===== src/hdl/rmq_pkg.sv =====
// ----------------------------------------------------------------------------
// rmq_pkg
// shared types, widths and constants of the rotation matrix to quaternion unit
// ----------------------------------------------------------------------------
package rmq_pkg;

  localparam int ROT_FRAC_BITS = 14;
  localparam int ENTRY_W       = 16;
  localparam int POS_W         = 32;
  localparam int NUM_W         = ENTRY_W + 1;
  localparam int QUAT_W        = 16;
  localparam int NUM_LANES     = 3;
  localparam int FIFO_DEPTH    = 4;

  typedef enum logic [1:0] {
    LEAD_X = 2'd0,
    LEAD_Y = 2'd1,
    LEAD_Z = 2'd2,
    LEAD_W = 2'd3
  } lead_t;

  typedef struct packed {
    logic [POS_W-1:0]                 pos_x;
    logic [POS_W-1:0]                 pos_y;
    logic [POS_W-1:0]                 pos_z;
    logic                             degenerate;
    lead_t                            lead;
    logic [NUM_LANES-1:0][NUM_W-1:0]  num;
  } rmq_item_t;

  typedef struct packed {
    logic full;
    logic empty;
  } rmq_fifo_stat_t;

  // width of the signed square-root argument
  function automatic int rmq_a_w(input int f);
    return ((f > ENTRY_W + 1) ? f : ENTRY_W + 1) + 3;
  endfunction

endpackage


===== src/hdl/rmq_fifo.sv =====
// ----------------------------------------------------------------------------
// rmq_fifo
// short register queue between the classifier and the arithmetic pipeline
// ----------------------------------------------------------------------------
module rmq_fifo #(
  parameter int W     = 8,
  parameter int DEPTH = rmq_pkg::FIFO_DEPTH
) (
  input  logic                    clk,
  input  logic                    rst_n,
  input  logic                    push,
  input  logic [W-1:0]            wr_data,
  input  logic                    pop,
  output logic [W-1:0]            rd_data,
  output rmq_pkg::rmq_fifo_stat_t stat
);

  localparam int PW = (DEPTH > 1) ? $clog2(DEPTH) : 1;
  localparam int CW = $clog2(DEPTH + 1);

  logic [W-1:0]  mem_r [DEPTH];
  logic [PW-1:0] wr_ptr_r, wr_ptr_nxt, rd_ptr_r, rd_ptr_nxt;
  logic [CW-1:0] count_r, count_nxt;

  always_comb begin
    wr_ptr_nxt = wr_ptr_r;
    rd_ptr_nxt = rd_ptr_r;
    count_nxt  = count_r;
    if (push) begin
      wr_ptr_nxt = (wr_ptr_r == PW'(DEPTH - 1)) ? '0 : wr_ptr_r + 1'b1;
    end
    if (pop) begin
      rd_ptr_nxt = (rd_ptr_r == PW'(DEPTH - 1)) ? '0 : rd_ptr_r + 1'b1;
    end
    if (push && !pop) begin
      count_nxt = count_r + 1'b1;
    end else if (pop && !push) begin
      count_nxt = count_r - 1'b1;
    end
  end

  always_ff @(posedge clk) begin
    if (!rst_n) begin
      wr_ptr_r <= '0;
      rd_ptr_r <= '0;
      count_r  <= '0;
    end else begin
      wr_ptr_r <= wr_ptr_nxt;
      rd_ptr_r <= rd_ptr_nxt;
      count_r  <= count_nxt;
    end
  end

  always_ff @(posedge clk) begin
    if (push) begin
      mem_r[wr_ptr_r] <= wr_data;
    end
  end

  assign rd_data    = mem_r[rd_ptr_r];
  assign stat.full  = (count_r == CW'(DEPTH));
  assign stat.empty = (count_r == '0);

endmodule


===== config.mk =====
export PLATFORM = sky130hd
export DESIGN_NAME = rmq_fifo
export DESIGN_NICKNAME = d
export VERILOG_FILES = /design/src/hdl/rmq_pkg.sv /design/src/hdl/rmq_fifo.sv
export SDC_FILE = /design/constraint.sdc
export NUM_CORES = 1
export LEC_CHECK = 0
export BUFFER_PORTS_ARGS = -buffer_cell sky130_fd_sc_hd__clkbuf_2
export CAP_MARGIN = 0
export CORE_ASPECT_RATIO = 1.4
export CORE_MARGIN = 8
export CORE_UTILIZATION = 25
export DETAILED_ROUTE_END_ITERATION = 12
export GPL_ROUTABILITY_DRIVEN = 0
export SETUP_SLACK_MARGIN = 0.3
export SLEW_MARGIN = 25
export SYNTH_ARGS = -nofsm -noshare
export SYNTH_HDL_FRONTEND = slang
export SYNTH_SLANG_ARGS = --single-unit
export TNS_END_PERCENT = 20

===== constraint.sdc =====
create_clock -name clk -period 1.9 [get_ports clk]
set_input_delay 0.57 -clock clk [delete_from_list [all_inputs] [get_ports clk]]
set_output_delay 0.57 -clock clk [all_outputs]
set_load 0.005 [all_outputs]

=== Word-level counts from Yosys, hierarchy flattened ===
Memory sizes are Yosys's and may differ from the RTL's. A register that Yosys moved wholly into a read port is not among the register bits.
Index checks and enable logic that the tools add are counted.

* ROM bits: 0
* Bits of input ports: 12
* Register bits: 7
* Bits in writable memories: 32
* Output and inout bits: 10
* Memories: 1
* Latch bits: 0

{| class="wikitable"
|+ Memories
! memory !! depth !! width !! read ports !! clocked after Yosys merged registers in !! wr ports !! RTL line !! RTL
|-
| mem_r || 4 || 8 || 1 || 1 || 1 || rmq_fifo.sv:21 || <nowiki>logic [W-1:0] mem_r [DEPTH];</nowiki>
|}

* Magnitude comparators: 0
* Bitwise operators: 0
* Reduce and logical (&&, ||, !) cells: 6
* $add $sub $neg: 4
* Shift-type cells: 0
* Divide/modulo/power cells: 0
* $mul: 0
* Muxes and demuxes: 8
* Eq/ne operators: 3

{| class="wikitable"
|+ Operators with widths
! cell !! count
|-
| two-way mux 2 bit || 4
|-
| two-way mux 3 bit || 2
|-
| adder 2 x 1 -> 2 bit, second input constant || 2
|-
| == test 2 bit, second input constant || 2
|-
| adder 3 x 1 -> 3 bit, second input constant || 1
|-
| == test 3 bit, second input constant || 1
|-
| logical NOT 3 bit || 1
|-
| subtractor 3 x 1 -> 3 bit, second input constant || 1
|-
| logical AND 1 bit || 2
|-
| logical NOT 1 bit || 2
|-
| two-way mux 1 bit || 2
|-
| nonzero test 2 bit || 1
|}

=== Depth between registers and ports, before layout ===
* Word-level depth: 4
* Depth in mapped cells: 7
* Mapped depth without buffers: 7

=== Least setup slack after synthesis ===
No wires, ideal clock.

* Path kind: in2reg
* Start: input pop
* End: register count_r[2]
* Required time: 1.830 ns
* Stages: 7
* Path slack: 0.067 ns
* Arrival: 1.763 ns
* Library setup time: 0.070 ns
* Cells stage by stage: inv_1 -> ha_1 -> inv_1 -> fa_1 -> xor2_1 -> or3_1 -> a21boi_1

* Word-level cells in the longest chain between the ends: 3
* Elaborated cells between the ends (all ways): 5
* Classes of those cells: 1 x mux; 4 x reduce/logical

{| class="wikitable"
|+ RTL lines
! item !! RTL line !! RTL
|-
| start: declaration || rmq_fifo.sv:13 || <nowiki>input logic pop,</nowiki>
|-
| logical NOT 1 bit || rmq_fifo.sv:35 || <nowiki>if (push && !pop) begin</nowiki>
|-
| logical AND 1 bit || rmq_fifo.sv:35 ||
|-
| two-way mux 3 bit / nonzero test 2 bit (equally long branches) || n/a ||
|-
| end signal: assignment || rmq_fifo.sv:50 || <nowiki>count_r <= count_nxt;</nowiki>
|-
| end: declaration || rmq_fifo.sv:23 || <nowiki>logic [CW-1:0] count_r, count_nxt;</nowiki>
|}

Parallel ways exist; a longest one is shown, timed or not.
A chain may end at the register's enable or synchronous reset.

==> results.toml <==
[status]
status = "finished, violations left"
violations = "negative setup slack"

[critical_path]
critPathSlowestCell = "mux4_2"
cp.required_ns = 1.33
crit_chain = "buf_12 > mux4_2 > clkbuf_2"
critPathLaunchType = "register"
critPathBufInv = 2
path_depth = 3
crit_path_max_fanout = 8
arrival_ns = 1.41
path_delay_family = "multiplexers"
reg2regPathDepth = 4
worst_path_largest_cell_delay_ns = 0.51
path_class = "register to output pin"
cp-end-kind = "output pin"

[cells_and_area]
multi_input_area_um2 = 475
n_antenna_cell = 0
area_growth_syn_to_layout_pct = 22.3
drive_gt1_share_pct = 42.7
final_cell_mix = "32 x edfxtp_1, 19 x clkbuf_2, 8 x mux4_2"
fill_cells = 605
ff_latch_area_um2 = 1140
mostFrequentLayoutCell = "edfxtp_1"
finalNetCount = 135
final_area_um2 = 1980
fin_cells = 189

[grt]
grt_usage_pct = 6.42
grt_first_pass_wirelength_um = 4720
grt_overflow = 0
grt_max_degree = 14
antenna_found_initial = 0
grt_pass1_vias = 931

[hold_path]
whs_path_depth = 1
min_path_type = "input pin to register"

[drt]
drtAntennaViolNets = 0
drc = 0
wl_um = 2950
vias_per_cell = 4.39
drt-wirelength-per-cell_um = 15.6
first_pass_iters = 3
via_count = 830
drtIter0Drc = 40

[flow_run]
cap_violations = 0

[sta]
setup_violations = 8
maxSlewViolCount = 0
hold_viol = 0
fin_crit_ns = 1.98
max_slew_margin_pct = 69.7
fin_hold_ws_ns = 0.499
clock_skew_ns = 0.00728
max_freq_ghz = 0.506
min_period_over_period_pct = 104
tightestPinTransition_ns = 0.454
rsz0062_at_grt = "yes"
setup_ws_ns = -0.0780

[place]
dp_cells = 181
placed_area_um2 = 1850
hpwl_um = 2210
numPortBuffers = 21
place_ws_ns = -0.111

[die]
fp.dieH_um = 111
dieWidth_um = 83.9
ios = 22
initial_core_util_pct = 25.8
design.die.area_um2 = 9330
coreArea_um2 = 6250
placementRows = 34

[synth]
yosysUniqueCellTypes = 20
synth_top_area_share_pct = 59.5
mappedNetlistArea_um2 = 1620
syn_nets = 105
yosysWarnings = 0
syn_avg_cell_area_um2 = 18.8
synth_area_leaders = "edfxtp_1 59%, dfxtp_1 11%, mux4_2 11%"
synth_seq_area_share_pct = 70.6
ys_ff_latch = 41
synthCells = 86
synth_top_area_cell = "edfxtp_1"

[pwr]
power.leakage_uw = 0.000710
total_power_uw = 1840
ir_drop_mv = 0.296
pwr_density_cell_nw_per_um2 = 929

[clock_network]
clock_sinks = 41
clk_pin_slew_worst_paths_ns = 0.08
cts_tree = "yes"
clk_latency_ns = 0.29
ctsLongestPathBuffers = 2
cts_buffers = 5
htreeDepth = 2
cts-root-buf = "clkbuf_8"
[per-layer routing]
layer	vias up	part of all wire [%]	global-route usage, %
met3	6	6.2	2.94
met5	-	0	0
met4	0	1.6	2.77
met2	23	54	11.4
met1	417	38	6.16
li1	384	-	-
[registers in the layout, indices dropped and copies added (netlist names), named ones only]
name      count
rd_ptr_r      2
wr_ptr_r      2
mem_r        32
count_r       3
[cell families (layout without fill, tap and decap cells)]
logic type / after synthesis / in the layout / synth area share, %
AOI/OAI and AO/OA: 3 / 3 / 1.24
xor gates and xnor gates: 2 / 2 / 1.08
adders and majority gates: 7 / 7 / 5.89
buffers and inverters: 6 / 37 / 1.94
DFF: 41 / 41 / 70.6
muxes: 12 / 12 / 13.6
and+or+nand+nor: 15 / 15 / 5.58
[metrics by stage]
stage / setup TNS [ns] / util, %
global route: -0.967 / 31.6
detailed placement: -0.111 / 29.7
CTS: -0.710 / 31.4
finish: -0.504 / 31.6
global placement: 0 / 29.7
floorplan: 0 / -
[worst paths after layout]
| path | endpoint | from | slack (ns) |
|---|---|---|---|
| worst max-delay path | rd_data[3] | register | -0.08 |
| worst min-delay path | mem_r[0][2] | wr_data[2] | 0.50 |
| worst max register to register | count_r[2] | count_r[0] | 0.42 |
| worst min register to register | count_r[2] | count_r[2] | 0.52 |
[final cells by class]
class	instances	share of cell area, %
flip-flops and latches	41	57.9
multi-input cells	39	24.1
inverters	4	1.01
clock inverters	3	0.887
repair buffers	25	8.11
well taps	72	4.56
clock buffers	5	3.48
[worst reg2reg max path, cell delays in order, from the launching register on]
cell      delay, ns
dfxtp_2        0.36
fa_2           0.42
xor2_2         0.20
or3_1          0.32
a21boi_1       0.12
[power by group]
part	switching, uW	internal, uW
Sequential	36.9	1020
Combinational	106	129
Clock	289	253
[repair_timing]
item | 4_1_cts | 5_1_grt
cloned | 0 | 0
hold buffers | 0 | 0
pin swaps | 5 | 5
gates resized for setup | 4 | 6
setup buffers | 0 | 0
endpoints found under the setup margin | 10 | 10
[cells in the mapped netlist (all sizes together)]
library cell  instances
or3                   1
xor2                  1
dfxtp                 9
inv                   4
ha                    6
edfxtp               32
mux4                  8
nor3b                 1
a21boi                1
buf                   1
xnor2                 1
clkbuf                1
o21a                  1
nor2b                 5
nor3                  2
nor2                  1
and2                  5
fa                    1
o21ai                 1
mux2i                 4
Power figures use the tool's default switching activity.
